--- src/rtl/anfs_pkg.sv ---
// Shared types, constants and helpers of the Annex B NAL unit splitter.
// Used by the framer, the unit processor and the top level; no dependencies.
`default_nettype none

package anfs_pkg;

  // Fixed widths of the result fields, and the most results per action
  localparam int LEN_W       = 17;
  localparam int MB_W        = 16;
  localparam int PIC_W       = 16;
  localparam int MAX_RESULTS = 6;

  // NAL unit types that are kept
  localparam logic [4:0] NAL_SLICE = 5'd1;
  localparam logic [4:0] NAL_IDR   = 5'd5;
  localparam logic [4:0] NAL_SPS   = 5'd7;
  localparam logic [4:0] NAL_PPS   = 5'd8;

  // Final byte of the 00 00 00 01 start code
  localparam logic [7:0] START_LAST = 8'h01;

  localparam logic KIND_BYTE   = 1'b0;
  localparam logic KIND_RECORD = 1'b1;

  typedef enum logic [1:0] {
    GP_ZEROS,
    GP_SUFFIX,
    GP_DONE
  } gphase_t;

  // Work handed from the framer to the unit processor for one input byte:
  // up to three committed bytes in stream order, then optionally a unit end.
  typedef struct packed {
    logic            valid;
    logic [1:0]      cnt;
    logic [2:0][7:0] bytes;
    logic            closes;
  } act_t;

  typedef struct packed {
    logic             kind;
    logic [7:0]       out_byte;
    logic [4:0]       unit_type;
    logic [1:0]       ref_idc;
    logic             forbidden_bit;
    logic             kept;
    logic [MB_W-1:0]  first_mb;
    logic             new_picture;
    logic             frame_done;
    logic [LEN_W-1:0] unit_length;
    logic [PIC_W-1:0] picture_count;
    logic             last;
  } res_t;

  function automatic logic is_slice(input logic [4:0] t);
    return (t == NAL_SLICE) || (t == NAL_IDR);
  endfunction

  function automatic logic is_kept(input logic [4:0] t);
    return (t == NAL_SLICE) || (t == NAL_IDR) || (t == NAL_SPS) || (t == NAL_PPS);
  endfunction

endpackage

`default_nettype wire

--- src/rtl/anfs_in_if.sv ---
// Byte stream channel of the NAL unit splitter: valid/ready plus payload.
// No dependencies.
`default_nettype none

interface anfs_in_if;
  logic       valid;
  logic       ready;
  logic [7:0] in_byte;
  logic       end_of_stream;

  modport source (output valid, output in_byte, output end_of_stream, input ready);
  modport sink   (input valid, input in_byte, input end_of_stream, output ready);
endinterface

`default_nettype wire

--- src/rtl/anfs_out_if.sv ---
// Result channel of the NAL unit splitter: valid/ready plus result fields.
// No dependencies.
`default_nettype none

interface anfs_out_if;
  logic        valid;
  logic        ready;
  logic        kind;
  logic [7:0]  out_byte;
  logic [4:0]  unit_type;
  logic [1:0]  ref_idc;
  logic        forbidden_bit;
  logic        kept;
  logic [15:0] first_mb;
  logic        new_picture;
  logic        frame_done;
  logic [16:0] unit_length;
  logic [15:0] picture_count;
  logic        last;

  modport source (
    output valid, input ready,
    output kind, output out_byte, output unit_type, output ref_idc, output forbidden_bit,
    output kept, output first_mb, output new_picture, output frame_done,
    output unit_length, output picture_count, output last
  );
  modport sink (
    input valid, output ready,
    input kind, input out_byte, input unit_type, input ref_idc, input forbidden_bit,
    input kept, input first_mb, input new_picture, input frame_done,
    input unit_length, input picture_count, input last
  );
endinterface

`default_nettype wire

--- src/rtl/anfs_framer.sv ---
// Start code search and end-of-unit lookahead of the NAL unit splitter.
// Turns each accepted byte into a registered action (committed bytes, unit end).
// Depends on anfs_pkg.
`default_nettype none

module anfs_framer (
  input  logic           clk,
  input  logic           rst,
  input  logic           in_valid,
  input  logic [7:0]     in_byte,
  input  logic           eos,
  output logic           in_ready,
  input  logic           done,
  output anfs_pkg::act_t act
);

  logic           in_unit, in_unit_next;
  logic [23:0]    win, win_next;
  logic [1:0]     fill, fill_next;
  anfs_pkg::act_t act_next;
  logic           take;

  assign in_ready = !act.valid || done;
  assign take     = in_valid && in_ready;

  always_comb begin
    logic [2:0][7:0] lst;
    logic [1:0]      n;
    logic            ended;
    logic            closes;

    in_unit_next = in_unit;
    win_next     = win;
    fill_next    = fill;
    lst          = '0;
    n            = 2'd0;
    ended        = 1'b0;
    closes       = 1'b0;

    if (!in_unit) begin
      if (fill == 2'd3 && win == 24'd0 && in_byte == anfs_pkg::START_LAST && !eos) begin
        in_unit_next = 1'b1;
        win_next     = 24'd0;
        fill_next    = 2'd0;
      end else begin
        win_next = {win[15:0], in_byte};
        if (fill != 2'd3) fill_next = fill + 2'd1;
      end
      if (eos) begin
        win_next  = 24'd0;
        fill_next = 2'd0;
      end
    end else begin
      // inside a unit only the two newest bytes are held back
      priority if (fill == 2'd2 && win[15:0] == 16'd0 && in_byte == 8'd0) begin
        ended        = 1'b1;
        closes       = 1'b1;
        in_unit_next = 1'b0;
        win_next     = 24'd0;
        fill_next    = 2'd3;
      end else if (fill == 2'd0 && in_byte != 8'd0) begin
        lst[n] = in_byte;
        n      = n + 2'd1;
      end else if (fill == 2'd2) begin
        lst[n]    = win[15:8];
        n         = n + 2'd1;
        win_next  = {8'd0, win[7:0], in_byte};
        fill_next = 2'd2;
      end else begin
        win_next  = {8'd0, win[7:0], in_byte};
        fill_next = fill + 2'd1;
      end
      if (eos) begin
        if (!ended) begin
          if (fill_next >= 2'd2) begin
            lst[n] = win_next[15:8];
            n      = n + 2'd1;
          end
          if (fill_next >= 2'd1) begin
            lst[n] = win_next[7:0];
            n      = n + 2'd1;
          end
          closes = 1'b1;
        end
        win_next     = 24'd0;
        fill_next    = 2'd0;
        in_unit_next = 1'b0;
      end
    end

    act_next = act;
    if (take) begin
      act_next.valid  = (n != 2'd0) || closes;
      act_next.cnt    = n;
      act_next.bytes  = lst;
      act_next.closes = closes;
    end else if (done) begin
      act_next.valid = 1'b0;
    end
  end

  always_ff @(posedge clk) begin
    if (rst) begin
      in_unit <= 1'b0;
      win     <= 24'd0;
      fill    <= 2'd0;
      act     <= '0;
    end else begin
      if (take) begin
        in_unit <= in_unit_next;
        win     <= win_next;
        fill    <= fill_next;
      end
      act <= act_next;
    end
  end

  a_fill_in_unit: assert property (@(posedge clk) disable iff (rst)
    in_unit |-> (fill != 2'd3))
    else $error("window fill out of range inside a unit");

  a_act_nonempty: assert property (@(posedge clk) disable iff (rst)
    act.valid |-> (act.cnt != 2'd0 || act.closes))
    else $error("empty action loaded");

endmodule

`default_nettype wire

--- src/rtl/anfs_unit.sv ---
// Unit processor of the NAL unit splitter: header capture, re-emission with a
// start code, first macroblock index decode, length and picture count, end records.
// Depends on anfs_pkg.
`default_nettype none

module anfs_unit #(
  parameter int MAX_UNIT_BYTES = 65536,
  parameter int FIRST_MB_BITS  = 16
) (
  input  logic           clk,
  input  logic           rst,
  input  anfs_pkg::act_t act,
  output logic           done,
  input  logic           out_ready,
  output logic           out_valid,
  output anfs_pkg::res_t res
);

  localparam int LW        = anfs_pkg::LEN_W;
  localparam int RAW_W     = FIRST_MB_BITS;
  localparam int VAL_W     = FIRST_MB_BITS + 1;
  localparam int LEN_CAP_I = (MAX_UNIT_BYTES < 131071) ? MAX_UNIT_BYTES : 131071;
  localparam logic [LW-1:0]    LEN_CAP  = LW'(LEN_CAP_I);
  localparam logic [VAL_W-1:0] MB_LIMIT = {1'b0, {RAW_W{1'b1}}};
  localparam logic [2:0] SEQ_ONE  = 3'd3;  // the 01 of the start code
  localparam logic [2:0] SEQ_LAST = 3'd4;  // header byte closes the sequence
  localparam logic [2:0] RES_MAX  = 3'(anfs_pkg::MAX_RESULTS);

  logic [1:0]                 pos, pos_next;
  logic [2:0]                 sub, sub_next;
  logic [2:0]                 rcnt, rcnt_next;
  logic                       hdr_seen, hdr_seen_next;
  logic [7:0]                 hdr, hdr_next;
  logic [LW-1:0]              len, len_next;
  anfs_pkg::gphase_t          gph, gph_next;
  logic [4:0]                 gzeros, gzeros_next;
  logic [4:0]                 gleft, gleft_next;
  logic [RAW_W-1:0]           graw, graw_next;
  logic [anfs_pkg::PIC_W-1:0] pic, pic_next;
  logic                       out_valid_next;
  anfs_pkg::res_t             res_next;

  logic                       go, is_commit, more_cmds;
  logic [7:0]                 cur;
  anfs_pkg::gphase_t          sp;
  logic [4:0]                 sz, sl;
  logic [RAW_W-1:0]           sr;
  logic [anfs_pkg::MB_W-1:0]  fm;
  logic                       emit_ok;

  assign go        = act.valid && (!out_valid || out_ready);
  assign is_commit = pos < act.cnt;
  assign more_cmds = ({1'b0, pos} + 3'd1) < {1'b0, act.cnt};

  always_comb begin
    unique case (pos)
      2'd0:    cur = act.bytes[0];
      2'd1:    cur = act.bytes[1];
      2'd2:    cur = act.bytes[2];
      default: cur = 8'd0;
    endcase
  end

  // exp-Golomb prefix/suffix, one committed byte MSB first
  always_comb begin
    sp = gph;
    sz = gzeros;
    sl = gleft;
    sr = graw;
    for (int i = 7; i >= 0; i--) begin
      unique case (sp)
        anfs_pkg::GP_ZEROS: begin
          if (cur[3'(i)]) begin
            sr = '0;
            if (sz == 5'd0) begin
              sp = anfs_pkg::GP_DONE;
            end else begin
              sl = sz;
              sp = anfs_pkg::GP_SUFFIX;
            end
          end else if (sz != 5'd31) begin
            sz = sz + 5'd1;
          end
        end
        anfs_pkg::GP_SUFFIX: begin
          sr = {sr[RAW_W-2:0], cur[3'(i)]};
          sl = sl - 5'd1;
          if (sl == 5'd0) sp = anfs_pkg::GP_DONE;
        end
        default: ;
      endcase
    end
  end

  // first_mb at unit end; missing suffix bits count as zero
  always_comb begin
    logic [VAL_W-1:0] v;
    logic [31:0]      v32;
    v = MB_LIMIT;
    if (gph != anfs_pkg::GP_ZEROS && {27'd0, gzeros} < 32'(FIRST_MB_BITS)) begin
      v = (VAL_W'(graw) << gleft) + ((VAL_W'(1) << gzeros) - VAL_W'(1));
      if (v > MB_LIMIT) v = MB_LIMIT;
    end
    v32 = 32'(v);
    fm  = (v32 > 32'd65535) ? 16'hFFFF : v32[15:0];
  end

  always_comb begin
    logic       emit, more, step_adv, slice, np;
    logic [7:0] h_out;
    logic [7:0] b_out;

    pos_next       = pos;
    sub_next       = sub;
    rcnt_next      = rcnt;
    hdr_seen_next  = hdr_seen;
    hdr_next       = hdr;
    len_next       = len;
    gph_next       = gph;
    gzeros_next    = gzeros;
    gleft_next     = gleft;
    graw_next      = graw;
    pic_next       = pic;
    res_next       = res;
    emit           = 1'b0;
    more           = 1'b0;
    step_adv       = 1'b0;
    slice          = anfs_pkg::is_slice(hdr[4:0]);
    np             = 1'b0;
    h_out          = hdr;
    b_out          = 8'd0;
    done           = 1'b0;
    emit_ok        = 1'b0;

    if (go) begin
      if (is_commit) begin
        if (sub != 3'd0) begin
          emit     = 1'b1;
          b_out    = (sub == SEQ_ONE) ? anfs_pkg::START_LAST :
                     (sub == SEQ_LAST) ? hdr : 8'd0;
          more     = (sub != SEQ_LAST) || (more_cmds && anfs_pkg::is_kept(hdr[4:0])) ||
                     act.closes;
          step_adv = (sub == SEQ_LAST);
          sub_next = (sub == SEQ_LAST) ? 3'd0 : sub + 3'd1;
        end else if (!hdr_seen) begin
          hdr_seen_next = 1'b1;
          hdr_next      = cur;
          h_out         = cur;
          len_next      = LW'(1);
          gph_next      = anfs_pkg::GP_ZEROS;
          gzeros_next   = 5'd0;
          gleft_next    = 5'd0;
          graw_next     = '0;
          if (anfs_pkg::is_kept(cur[4:0])) begin
            emit     = 1'b1;
            more     = 1'b1;
            sub_next = 3'd1;
          end else begin
            step_adv = 1'b1;
          end
        end else begin
          step_adv = 1'b1;
          if (len < LEN_CAP) len_next = len + LW'(1);
          if (anfs_pkg::is_kept(hdr[4:0])) begin
            emit  = 1'b1;
            b_out = cur;
            more  = more_cmds || act.closes;
          end
          if (slice) begin
            gph_next    = sp;
            gzeros_next = sz;
            gleft_next  = sl;
            graw_next   = sr;
          end
        end
        done = step_adv && !more_cmds && !act.closes;
      end else begin
        // end of unit: record, then back to waiting for a header
        np            = slice && (fm == 16'd0);
        if (np) pic_next = pic + anfs_pkg::PIC_W'(1);
        emit          = 1'b1;
        more          = 1'b0;
        hdr_seen_next = 1'b0;
        hdr_next      = 8'd0;
        done          = 1'b1;
      end

      emit_ok = emit && (rcnt < RES_MAX);
      if (emit_ok) begin
        res_next.kind          = is_commit ? anfs_pkg::KIND_BYTE : anfs_pkg::KIND_RECORD;
        res_next.out_byte      = b_out;
        res_next.unit_type     = h_out[4:0];
        res_next.ref_idc       = h_out[6:5];
        res_next.forbidden_bit = h_out[7];
        res_next.kept          = is_commit ? 1'b1 : anfs_pkg::is_kept(hdr[4:0]);
        res_next.first_mb      = (!is_commit && slice) ? fm : 16'd0;
        res_next.new_picture   = np;
        res_next.frame_done    = !is_commit && slice;
        res_next.unit_length   = (!is_commit && hdr_seen) ? len : LW'(0);
        res_next.picture_count = pic_next;
        res_next.last          = !more || (rcnt == RES_MAX - 3'd1);
      end

      if (done) begin
        pos_next  = 2'd0;
        rcnt_next = 3'd0;
      end else begin
        if (step_adv) pos_next = pos + 2'd1;
        rcnt_next = rcnt + {2'd0, emit_ok};
      end
    end

    out_valid_next = emit_ok ? 1'b1 : (out_ready ? 1'b0 : out_valid);
  end

  always_ff @(posedge clk) begin
    if (rst) begin
      pos       <= 2'd0;
      sub       <= 3'd0;
      rcnt      <= 3'd0;
      hdr_seen  <= 1'b0;
      hdr       <= 8'd0;
      len       <= '0;
      gph       <= anfs_pkg::GP_ZEROS;
      gzeros    <= 5'd0;
      gleft     <= 5'd0;
      graw      <= '0;
      pic       <= '0;
      out_valid <= 1'b0;
    end else begin
      pos       <= pos_next;
      sub       <= sub_next;
      rcnt      <= rcnt_next;
      hdr_seen  <= hdr_seen_next;
      hdr       <= hdr_next;
      len       <= len_next;
      gph       <= gph_next;
      gzeros    <= gzeros_next;
      gleft     <= gleft_next;
      graw      <= graw_next;
      pic       <= pic_next;
      out_valid <= out_valid_next;
    end
    res <= res_next;
  end

  a_rcnt_cap: assert property (@(posedge clk) disable iff (rst)
    rcnt <= RES_MAX)
    else $error("result count per transfer exceeds limit");

  a_seq_hdr: assert property (@(posedge clk) disable iff (rst)
    (sub != 3'd0) |-> (hdr_seen && act.valid && is_commit))
    else $error("start code sequence without a header");

  a_pos_range: assert property (@(posedge clk) disable iff (rst)
    act.valid |-> (pos <= act.cnt))
    else $error("step index past the action");

  a_record_last: assert property (@(posedge clk) disable iff (rst)
    (go && !is_commit && rcnt < RES_MAX) |=> (out_valid && res.last && res.kind))
    else $error("end record not flagged last");

endmodule

`default_nettype wire

--- src/rtl/annexb_nal_frame_splitter.sv ---
// H.264 Annex B NAL unit splitter, top level.
// Channels: stream (anfs_in_if) takes one byte per transfer with an
// end_of_stream flag on the final byte; result (anfs_out_if) gives emitted
// bytes (kind 0) and one end record per unit (kind 1), with last set on the
// final result caused by an input byte.
// Start codes 00 00 00 01 open a unit; three zero bytes or end of stream close
// it. Kept units (SPS, PPS, slices) are re-emitted behind a fresh start code.
// Path: a result is held in the action register, then the output register,
// on its way from the byte that causes it. Throughput: one byte per cycle while
// result.ready holds and each byte needs at most one step, a committed byte or a record;
// otherwise a byte occupies the processor for one step per committed byte or record,
// and a kept header byte takes steps for the bytes of its fresh start code and itself.
// Reset: searching for a start code, empty window, picture count zero.
// Stall: the output register holds its result and one more byte is taken into
// the action register; then stream.ready drops until result.ready returns.
// Depends on anfs_pkg, anfs_in_if, anfs_out_if, anfs_framer, anfs_unit.
`default_nettype none

module annexb_nal_frame_splitter #(
  parameter int MAX_UNIT_BYTES = 65536,
  parameter int FIRST_MB_BITS  = 16
) (
  input  logic       clk,
  input  logic       rst,
  anfs_in_if.sink    stream,
  anfs_out_if.source result
);

  anfs_pkg::act_t act;
  anfs_pkg::res_t res;
  logic           done;
  logic           in_ready;
  logic           out_valid;

  anfs_framer u_framer (
    .clk      (clk),
    .rst      (rst),
    .in_valid (stream.valid),
    .in_byte  (stream.in_byte),
    .eos      (stream.end_of_stream),
    .in_ready (in_ready),
    .done     (done),
    .act      (act)
  );

  anfs_unit #(
    .MAX_UNIT_BYTES (MAX_UNIT_BYTES),
    .FIRST_MB_BITS  (FIRST_MB_BITS)
  ) u_unit (
    .clk       (clk),
    .rst       (rst),
    .act       (act),
    .done      (done),
    .out_ready (result.ready),
    .out_valid (out_valid),
    .res       (res)
  );

  assign stream.ready         = in_ready;
  assign result.valid         = out_valid;
  assign result.kind          = res.kind;
  assign result.out_byte      = res.out_byte;
  assign result.unit_type     = res.unit_type;
  assign result.ref_idc       = res.ref_idc;
  assign result.forbidden_bit = res.forbidden_bit;
  assign result.kept          = res.kept;
  assign result.first_mb      = res.first_mb;
  assign result.new_picture   = res.new_picture;
  assign result.frame_done    = res.frame_done;
  assign result.unit_length   = res.unit_length;
  assign result.picture_count = res.picture_count;
  assign result.last          = res.last;

endmodule

`default_nettype wire

--- src/flat_wrapper.sv ---
// flat-port wrapper written by rule: the top's interface ports become plain ports
module annexb_nal_frame_splitter_flat 
#(
  parameter int MAX_UNIT_BYTES = 65536,
  parameter int FIRST_MB_BITS  = 16
)
  (clk, rst, stream_valid, stream_in_byte, stream_end_of_stream, stream_ready, result_valid, result_ready, result_kind, result_out_byte, result_unit_type, result_ref_idc, result_forbidden_bit, result_kept, result_first_mb, result_new_picture, result_frame_done, result_unit_length, result_picture_count, result_last);
  anfs_in_if stream_i ();
  anfs_out_if result_i ();
  input  logic clk;
  input  logic rst;
  input wire logic [$bits(stream_i.valid)-1:0] stream_valid;
  input wire logic [$bits(stream_i.in_byte)-1:0] stream_in_byte;
  input wire logic [$bits(stream_i.end_of_stream)-1:0] stream_end_of_stream;
  output wire logic [$bits(stream_i.ready)-1:0] stream_ready;
  output wire logic [$bits(result_i.valid)-1:0] result_valid;
  input wire logic [$bits(result_i.ready)-1:0] result_ready;
  output wire logic [$bits(result_i.kind)-1:0] result_kind;
  output wire logic [$bits(result_i.out_byte)-1:0] result_out_byte;
  output wire logic [$bits(result_i.unit_type)-1:0] result_unit_type;
  output wire logic [$bits(result_i.ref_idc)-1:0] result_ref_idc;
  output wire logic [$bits(result_i.forbidden_bit)-1:0] result_forbidden_bit;
  output wire logic [$bits(result_i.kept)-1:0] result_kept;
  output wire logic [$bits(result_i.first_mb)-1:0] result_first_mb;
  output wire logic [$bits(result_i.new_picture)-1:0] result_new_picture;
  output wire logic [$bits(result_i.frame_done)-1:0] result_frame_done;
  output wire logic [$bits(result_i.unit_length)-1:0] result_unit_length;
  output wire logic [$bits(result_i.picture_count)-1:0] result_picture_count;
  output wire logic [$bits(result_i.last)-1:0] result_last;
  assign stream_i.valid = stream_valid;
  assign stream_i.in_byte = stream_in_byte;
  assign stream_i.end_of_stream = stream_end_of_stream;
  assign stream_ready = stream_i.ready;
  assign result_valid = result_i.valid;
  assign result_i.ready = result_ready;
  assign result_kind = result_i.kind;
  assign result_out_byte = result_i.out_byte;
  assign result_unit_type = result_i.unit_type;
  assign result_ref_idc = result_i.ref_idc;
  assign result_forbidden_bit = result_i.forbidden_bit;
  assign result_kept = result_i.kept;
  assign result_first_mb = result_i.first_mb;
  assign result_new_picture = result_i.new_picture;
  assign result_frame_done = result_i.frame_done;
  assign result_unit_length = result_i.unit_length;
  assign result_picture_count = result_i.picture_count;
  assign result_last = result_i.last;
  annexb_nal_frame_splitter #(.MAX_UNIT_BYTES(MAX_UNIT_BYTES), .FIRST_MB_BITS(FIRST_MB_BITS)) u_core (.clk(clk), .rst(rst), .stream(stream_i), .result(result_i));
endmodule
--- config.mk ---
export PLATFORM = sky130hd
export DESIGN_NAME = annexb_nal_frame_splitter_flat
export DESIGN_NICKNAME = d
export VERILOG_FILES = /design/src/rtl/anfs_pkg.sv /design/src/rtl/anfs_in_if.sv /design/src/rtl/anfs_out_if.sv /design/src/rtl/anfs_framer.sv /design/src/rtl/anfs_unit.sv /design/src/rtl/annexb_nal_frame_splitter.sv /design/src/flat_wrapper.sv
export SDC_FILE = /design/constraint.sdc
export NUM_CORES = 1
export LEC_CHECK = 0
export BUFFER_PORTS_ARGS = -buffer_cell sky130_fd_sc_hd__buf_2
export CORE_ASPECT_RATIO = 0.5
export CORE_MARGIN = 5
export CORE_UTILIZATION = 63
export DETAILED_ROUTE_END_ITERATION = 10
export GPL_TIMING_DRIVEN = 0
export HOLD_SLACK_MARGIN = 0.15
export PLACE_DENSITY = 0.9
export SYNTH_ARGS = -nofsm -noshare
export SYNTH_HDL_FRONTEND = slang
export SYNTH_SLANG_ARGS = --single-unit
--- constraint.sdc ---
create_clock -name clk -period 12.2 [get_ports clk]
set_input_delay 1.83 -clock clk [delete_from_list [all_inputs] [get_ports clk]]
set_output_delay 1.83 -clock clk [all_outputs]
set_load 0.01 [all_outputs]
---- Word-level counts from Yosys, hierarchy flattened ----
Index checks and enable logic that the tools add are counted.
word-level totals
  register bits after elaboration ......... 204
  input port bits ......................... 13
  output and inout port bits .............. 72
  logic and storage cells ................. 385
operators by class
  $add $sub $neg .......................... 27
  order comparisons ....................... 13
  equal/unequal tests ..................... 39
  shifts and indexed selects .............. 2
  multiplexer cells ....................... 188
  bitwise logic cells ..................... 1
  reductions and logical operators ........ 81
operator list
  kind                                                                               number
  24-bit two-way mux                                                                 15
  16-bit two-way mux                                                                 13
  5-bit two-way mux                                                                  36
  16-bit one-hot mux with 2 select lines                                             4
  8-bit two-way mux                                                                  15
  2-bit two-way mux                                                                  42
  17-bit two-way mux                                                                 4
  5-bit logical NOT                                                                  12
  24-bit bitwise mux                                                                 2
  1-bit two-way mux                                                                  41
  5-bit by 1-bit adder with 5-bit output, second input constant                      8
  5-bit != test, second input constant                                               8
  5-bit one-hot mux with 2 select lines                                              4
  5-bit by 1-bit subtractor with 5-bit output, second input constant                 8
  17-bit by 16-bit greater-than comparator with 1-bit output, second input constant  2
  8-bit demux with 2-bit select                                                      2
  16-bit logical NOT                                                                 2
  24-bit logical NOT                                                                 1
  8-bit one-hot mux with 3 select lines                                              1
  5-bit by 3-bit == test with 1-bit output, second input constant                    4
  2-bit logical NOT                                                                  10
  2-bit by 1-bit == test with 1-bit output, second input constant                    9
  1-bit logical AND                                                                  18
  17-bit by 1-bit adder with 17-bit output, second input constant                    1
  other kinds (39)                                                                   89

---- Longest topological paths before layout ----
Gate-level depths: netlist of the first run.
  depth in word-level cells ............... 30
  gate-level depth with buffers ........... 43
  mapped depth without buffers ............ 40

---- By module ----
From an unflattened synthesis of the first run, not the netlist that was laid out.
second synthesis, totals
  cells, all modules ...................... 2130
  area total of the unflattened synthesis .. 16772.3 µm²
by module, submodules not included
  module       times used  cells an instance  area each (µm²)  seq. area each (µm²)
  anfs_unit    1           1774               13912.1          3683.5
  anfs_framer  1           356                2860.2           1101.1

---- Worst setup path before layout of the first run ----
OpenSTA, ideal clock, no wires.
  path type ............................... register -> register
  from .................................... reg u_core.u_unit.gzeros[0]
  to ...................................... reg u_core.u_unit.gzeros[1]
  setup time .............................. 0.129 ns
  data arrival time ....................... 9.018 ns
  required time ........................... 12.071 ns
  setup slack ............................. 3.053 ns
  stages on the path, launching flop included .. 39
  buffers on the path ..................... 2
  clock period less this slack ............ 9.147 ns
  path through ............................ dfxtp_1 -> ha_1 -> nand4_1 -> nand2_1 -> xnor2_1 -> inv_1 -> ha_1 -> buf_1 -> o21ai_2 -> o21ai_1 -> mux2_2 -> ha_1 -> and2_1 -> nor2_1 -> nor2_1 -> xnor2_1 -> ha_1 -> clkbuf_1 -> [3 not listed] -> inv_1 -> or3_1 -> a21oi_2 -> o22ai_2 -> o41ai_4 -> nand3_1 -> o31a_1 -> xnor2_1 -> ha_1 -> inv_1 -> o41ai_2 -> mux2_2 -> ha_1 -> nand2_1 -> nor2_2 -> a21boi_2 -> mux2i_1 -> o21ai_1
between the ends
  longest elaborated chain between the ends .. 30
  elaborated cells between the ends (all ways) .. 67
  those cells by class .................... add/sub: 10; eq/ne: 10; mux: 39; reduce/logical: 8
RTL lines
  what                                                                     line                              RTL
  start: declaration                                                       anfs_unit.sv:36                   logic [4:0] gzeros, gzeros_next;
  start signal: assignment                                                 anfs_unit.sv:238                  gzeros <= gzeros_next;
  5-bit by 1-bit adder with 5-bit output or 5-bit != test (tied branches)  anfs_unit.sv:82, anfs_unit.sv:81
  5-bit two-way mux                                                        anfs_unit.sv:81                   end else if (sz != 5'd31) begin
  5-bit two-way mux *                                                      anfs_unit.sv:71                   unique case (sp)
  5-bit by 1-bit adder with 5-bit output or 5-bit != test (tied branches)  anfs_unit.sv:82, anfs_unit.sv:81
  5-bit two-way mux                                                        anfs_unit.sv:81
  5-bit two-way mux *                                                      anfs_unit.sv:71
  5-bit by 1-bit adder with 5-bit output or 5-bit != test (tied branches)  anfs_unit.sv:82, anfs_unit.sv:81
  5-bit two-way mux                                                        anfs_unit.sv:81
  [14 not listed]                                                          --
  5-bit two-way mux                                                        anfs_unit.sv:73                   if (cur[3'(i)]) begin
  5-bit two-way mux                                                        anfs_unit.sv:71
  5-bit by 1-bit adder with 5-bit output or 5-bit != test (tied branches)  anfs_unit.sv:82, anfs_unit.sv:81
  5-bit two-way mux                                                        anfs_unit.sv:81
  5-bit two-way mux                                                        anfs_unit.sv:73
  5-bit two-way mux *                                                      anfs_unit.sv:71
  5-bit two-way mux *                                                      anfs_unit.sv:169                  if (slice) begin
  5-bit two-way mux *                                                      anfs_unit.sv:145                  end else if (!hdr_seen) begin
Every way passes the cells marked *; elsewhere a longest branch is shown, timed or not. The select of a mux whose other input is x is not followed.
A chain may end at the register's enable or synchronous reset.

---- Worst setup path in the final report of the first run ----
  from .................................... reg u_core.u_unit.gph[0]
  to ...................................... reg u_core.u_unit.gzeros[1]
between the ends
  longest elaborated chain between the ends .. 29
  elaborated cells between the ends (all ways) .. 95
  those cells by class .................... add/sub: 13; eq/ne: 14; mux: 51; reduce/logical: 17
RTL lines
  what                                                                           line                              RTL
  start: declaration                                                             anfs_unit.sv:35                   anfs_pkg::gphase_t gph, gph_next;
  start signal: assignment                                                       anfs_unit.sv:224                  gph <= anfs_pkg::GP_ZEROS;
  start signal: assignment                                                       anfs_unit.sv:237                  gph <= gph_next;
  2-bit logical NOT or 2-bit by 1-bit == test with 1-bit output (tied branches)  anfs_unit.sv:71
  5-bit two-way mux, on equally long branches                                    --
  5-bit by 1-bit adder with 5-bit output (tied with other cells)                 anfs_unit.sv:82                   sz = sz + 5'd1;
  5-bit two-way mux or 5-bit logical NOT (tied branches)                         anfs_unit.sv:81, anfs_unit.sv:88
  5-bit two-way mux or 2-bit two-way mux (tied branches)                         anfs_unit.sv:71, anfs_unit.sv:88
  5-bit by 1-bit adder with 5-bit output (tied with other cells)                 anfs_unit.sv:82
  5-bit two-way mux or 2-bit logical NOT (tied branches)                         anfs_unit.sv:81, anfs_unit.sv:71
  5-bit two-way mux                                                              anfs_unit.sv:71
  [13 not listed]                                                                --
  5-bit two-way mux                                                              anfs_unit.sv:73
  5-bit two-way mux                                                              anfs_unit.sv:71
  5-bit by 1-bit adder with 5-bit output or 5-bit != test (tied branches)        anfs_unit.sv:82, anfs_unit.sv:81
  5-bit two-way mux                                                              anfs_unit.sv:81
  5-bit two-way mux                                                              anfs_unit.sv:73
  5-bit two-way mux *                                                            anfs_unit.sv:71
  5-bit two-way mux *                                                            anfs_unit.sv:169
  5-bit two-way mux *                                                            anfs_unit.sv:145
Marks and branches as above.

==> flow_metrics.tcl, run 1 <==
set metrics [dict create \
    root_buffer "clkbuf_16" \
    dr_wl_met3_um 4060 \
    slowest_stage "o41ai_4" \
    endpoint_kind "flop" \
    ys_types 111 \
    insertedDiodeCount 0 \
    hp-class "flop to flop" \
    cts_max_level 1 \
    hold_viol_final 0 \
    status "finished clean" \
    final_common_cell "nor2_1" \
    relSlewSlack_pct 33.8 \
    drive_gt1_share_pct 9.91 \
    ys_seq_area_share_pct 29.7 \
    ys_async_sr_fraction_pct 0 \
    slew_viol_final 0 \
    crit_fanout 10 \
    cts_hold_buf 0 \
    antenna_left 0 \
    core_area_um2 25200 \
    grt_first_pass_wirelength_um 76800 \
    grt_antenna_before_repair 0 \
    grt_pass1_vias 15200 \
    num_io_pins 85 \
    drt_iter0_drc 1958 \
    multiInputGateArea_um2 10400 \
    wl_met1_um 20100 \
    track_usage_pct 31.6 \
    synth_nets 2172 \
    start_util_pct 63.9 \
    portBuffers 84 \
    clk_path_buf_depth 3 \
    p_leak_nw 6.81 \
    fin_util_pct 69.9 \
    cts_tree "yes" \
    post_dp_cell_area_um2 16900 \
    powerDensity_nw_per_um2 85.8 \
    cp_slowest_stage_delay_ns 0.62 \
    post_cts_resized 0 \
    clk_latency_ns 0.54 \
    seqCellArea_um2 4780 \
    topRoutingLayerUsed "met4" \
    fillerInstances 2006 \
    numClockSinks 204 \
    die_h_um 123 \
    setup_viol 0 \
    gp_congestion 0.984 \
    finClkSkew_ns 0.0238 \
    die_w_um 236 \
    rrSetupSlack_ns 0.89 \
    wl_met2_um 22000 \
    max_cap_viol_count 0 \
    tightest_slew_ns 0.989 \
    nets 2278 \
    final.setup.tns_ns 0 \
    syn_avg_cell_area_um2 7.73 \
    fin_crit_sh_pct 92.7 \
    numCtsBuffers 20 \
    ys_ff_latch 204 \
    layout_common_cells "265 x nor2_1, 259 x nand2_1, 140 x a21oi_1" \
    vias_per_cell 6.43 \
    synth-main-ff-cell "dfxtp_1" \
    post_cts_buffers 0 \
    hpwl_um 35700 \
    fin_crit_ns 11.31 \
    postSynthCellCount 2080 \
    rsz0062_at_grt "no" \
    synth_edf_count 70 \
    syn_area_um2 16100 \
    path_class "flop to flop" \
    dieArea_um2 29000 \
    clkTransAtPathRegs_ns 0.07 \
    grt_max_degree 71 \
    final_area_um2 17600 \
    wl_per_cell_um 18.8 \
    via_count 16300 \
    critPathLaunchType "flop" \
    ys_warn_count 0 \
    crit_arrival_ns 11.71 \
    overflow 0 \
    rows 41 \
    drc 0 \
    required_ns 12.59 \
    ir_drop_mv 0.0869 \
    drt_wl_total_um 47700 \
    cp_common_cell "ha_1" \
    dr.pass1.iters 7 \
    timing.fmax_mhz 88.4 \
    syn_to_final_growth_pct 9.44 \
]
-- metal layers --
metal	up-vias	track usage, %
met5	-	0
met4	0	10.4
met3	133	5.55
met2	818	54.5
met1	7616	40.9
li1	7779	-
-- Yosys cell counts, types with 29 or more instances --
cell	n	share of area, %
a21oi_1	140	4.4
a31oi_1	30	1.2
nand3_1	62	1.9
o22ai_1	30	1.2
a22oi_1	35	1.6
xnor2_1	49	2.7
nor3_1	55	1.7
mux2i_1	55	3.4
nor2_1	265	6.2
edfxtp_1	70	13
ha_1	77	6.0
xor2_1	34	1.9
and3_1	36	1.4
o21ai_0	88	2.7
a211oi_1	29	1.4
dfxtp_1	134	17
inv_1	105	2.5
nand2_1	259	6.0
clkbuf_1	93	2.2
-- final timing paths --
| check | startpoint | to | cells past startpoint |
|---|---|---|---|
| setup / recovery | u_core.u_unit.gph[0] | u_core.u_unit.gzeros[1] | 38 |
| hold / removal | u_core.u_framer.win[19] | u_core.u_framer.win[19] | 2 |
| setup reg to reg | u_core.u_unit.gph[0] | u_core.u_unit.gzeros[1] | 38 |
| hold reg to reg | u_core.u_framer.win[19] | u_core.u_framer.win[19] | 2 |
-- state kept, by name (all words and copies together), names as in the netlist --
register                 count
u_core.u_unit.rcnt           3
u_core.u_framer.in_unit      1
u_core.u_unit.pos            2
u_core.u_unit.len           17
u_core.u_unit.sub            3
u_core.u_unit.gleft          5
u_core.u_unit.hdr            8
u_core.u_unit.gzeros         5
u_core.u_unit.out_valid      1
u_core.u_unit.graw          16
u_core.u_framer.act         28
u_core.u_unit.pic           16
u_core.u_framer.fill         2
u_core.u_unit.res           70
u_core.u_unit.gph            2
u_core.u_unit.hdr_seen       1
u_core.u_framer.win         24
-- where the power goes --
group	switching (mW)	internal, mW
clock network	0.294	0.343
registers	0.00503	0.701
logic	0.113	0.0541
-- logic make-up after synthesis --
kind of cell	count (synthesis)	share of synthesized area, %
adder cells (fa/ha/maj)	79	6.24
AO/OA/AOI/OAI	567	24.1
XOR/XNOR	85	4.76
multiplexers	74	4.78
flip-flops	204	29.7
buffers and inverters	227	5.52
AND/OR/NAND/NOR	844	24.9
-- layout make-up --
type,count,share of cell area [%]
Buffer,120,2.76
Timing Repair Buffer,84,2.39
Inverter,107,2.30
Sequential cell,204,27.2
Clock buffer,23,3.03
Tap cell,344,2.44
Multi-Input combinational cell,1649,59.2
Clock inverter,13,0.718
-- worst max-delay path, delay by kind of cell, from the launching register on --
family,cells,cell delay (ns)
fa+ha+maj,6,1.60
mux,3,1.17
flops,1,0.36
buf+inv,6,1.25
xor+xnor,4,1.75
compound gates,10,3.11
simple gates,9,1.94
-- stage by stage --
step | power, mW | hold WS, ns | cells | setup slack [ns]
2_1_floorplan | 0.839 | 0.432 | 2080 | 3.05
3_3_place_gp | 0.878 | 0.439 | 2508 | 1.45
3_5_place_dp | 0.881 | 0.447 | 2508 | 1.29
4_1_cts | 1.50 | 0.456 | 2544 | 1.23
5_1_grt | 1.56 | 0.478 | 2544 | 0.0840
6_report | 1.51 | 0.452 | 2544 | 0.886
Power figures use the tool's default switching activity.
==> inputs of run 2 (changes only) <==
- CORE_UTILIZATION: 63 -> 57
- PLACE_DENSITY: 0.9 -> 0.86
- clock period: 12.2 -> 10.26 ns (I/O delays scaled with it)
==> run 2 against run 1 <==
Against the previous run: sequential cell count did not move; global-route usage fell by 3.4 points; non-clock buffer count fell by 2; routed wire length fell by 1.2%; cell area rose by 0.97%; register-to-register slack got worse by 0.27 ns; die area rose by 9.9%; clock power rose by 25%; combinational power rose by 17%; utilization fell by 5.9 points; sequential power rose by 19%; clock skew barely moved; critical path type unchanged; highest routed layer unchanged.
==> flow_metrics.tcl, run 2 (same netlist as run 1, synthesis figures left out) <==
set metrics [dict create \
    crit_fanout 10 \
    finClkSkew_ns 0.0234 \
    setup_viol 0 \
    die_w_um 248 \
    relSlewSlack_pct 34.2 \
    setup_slack_ns 0.620 \
    final.setup.tns_ns 0 \
    p_leak_nw 6.87 \
    fin_crit_ns 9.64 \
    slowest_stage "or4_4" \
    timing.fmax_mhz 104 \
    hold_viol_final 0 \
    fin_crit_sh_pct 94.0 \
    critPathBufInv 8 \
    required_ns 10.67 \
    clk_latency_ns 0.53 \
    vias_per_cell 6.26 \
    rows 43 \
    insertedDiodeCount 0 \
    drt_iter0_drc 2014 \
    path_class "flop to flop" \
    pre_cts_slack_ns -0.731 \
    clkTransAtPathRegs_ns 0.08 \
    die_h_um 129 \
    wl_per_cell_um 18.3 \
    crit_arrival_ns 10.05 \
    grt_first_pass_wirelength_um 75000 \
    endpoint_kind "flop" \
    portBuffers 84 \
    syn_to_final_growth_pct 10.5 \
    reg_top3 "u_core.u_unit.res (70), u_core.u_framer.act (28), u_core.u_framer.win (24)" \
    root_buffer "clkbuf_16" \
    whs_ns 0.452 \
    status "finished clean" \
    largest_register_ffs 70 \
    tightest_slew_ns 0.980 \
    drive_gt1_share_pct 10.9 \
    critPathLaunchType "flop" \
    drt_wl_total_um 47100 \
    cp_top_family "compound AO/OA/AOI/OAI gates" \
    cts_hold_buf 0 \
    powerDensity_nw_per_um2 103 \
    via_count 16200 \
    num_io_pins 85 \
    drc 0 \
    numCtsBuffers 21 \
    grt_max_degree 71 \
    layout_common_cells "263 x nor2_1, 259 x nand2_1, 140 x a21oi_1" \
    largest-register "u_core.u_unit.res" \
    core_area_um2 27800 \
    cp_slowest_stage_delay_ns 0.57 \
    place_inst 2546 \
    numClockSinks 204 \
    grt_antenna_before_repair 0 \
    track_usage_pct 28.2 \
    clk_path_buf_depth 3 \
    gp_congestion 1.01 \
    slew_viol_final 0 \
    final_common_cell "nor2_1" \
    start_util_pct 57.9 \
    max_cap_viol_count 0 \
    overflow 0 \
    antenna_left 0 \
    dr.pass1.iters 6 \
    fin_cells 2582 \
    cts_tree "yes" \
    nets 2277 \
    ir_drop_mv 0.0839 \
    cts_max_level 1 \
    hp-class "flop to flop" \
    dieArea_um2 31900 \
    grt_pass1_vias 14700 \
    hpwl_um 35300 \
]
run 2: where the power goes:
part / total [mW] / leakage [nW] / internal [mW] / switching (mW)
clock: 0.796 / 0.350 / 0.443 / 0.353
combinational: 0.195 / 4.66 / 0.0647 / 0.130
sequential: 0.840 / 1.86 / 0.834 / 0.00597
total: 1.83 / 6.87 / 1.34 / 0.489
run 2: layout make-up:
type,instances,area (µm²)
multi-input combinational,1649,10500
fill,2352,9990
sequential,204,4790
clock buffer,27,593
tap,382,478
buffer,117,477
timing repair buffer,85,428
inverter,107,404
clock inverter,11,106
run 2: final timing paths:
path                           start                 endpoint  slack, ns  cells past startpoint
max             u_core.u_unit.gph[0]   u_core.u_unit.gleft[2]       0.62                     35
min          u_core.u_framer.win[22]  u_core.u_framer.win[22]       0.45                      2
max reg2reg     u_core.u_unit.gph[0]   u_core.u_unit.gleft[2]       0.62                     35
min reg2reg  u_core.u_framer.win[22]  u_core.u_framer.win[22]       0.45                      2
run 2: through the flow:
step | area (µm²) | util (%) | total power [mW]
after detailed placement | 17000 | 61.2 | 1.05
final | 17800 | 64.0 | 1.83
after CTS | 17700 | 63.8 | 1.83
after global routing | 17800 | 64.0 | 1.89
after floorplan | 16100 | - | 0.998
after global placement | 17000 | 61.2 | 1.04
run 2: worst min-delay path, stage by stage, from the launching register on:
cell and delay, ns:
dfxtp_1 0.31, nand2_1 0.05, a21oi_1 0.05
run 2: repair_timing:
action,4_1_cts,5_1_grt
endpoints found under the setup margin,27,28
buffers inserted,0,1
endpoints found under the hold margin,0,0
gates resized for setup,4,16
pin swaps,1,1
run 2: routing by layer:
metal	part of all wire, %	up-vias	GRT usage, %
met2	46	760	47.4
li1	-	7778	-
met1	43	7510	37.6
met4	2.8	0	8.08
met3	8.6	117	4.96
met5	0	-	0
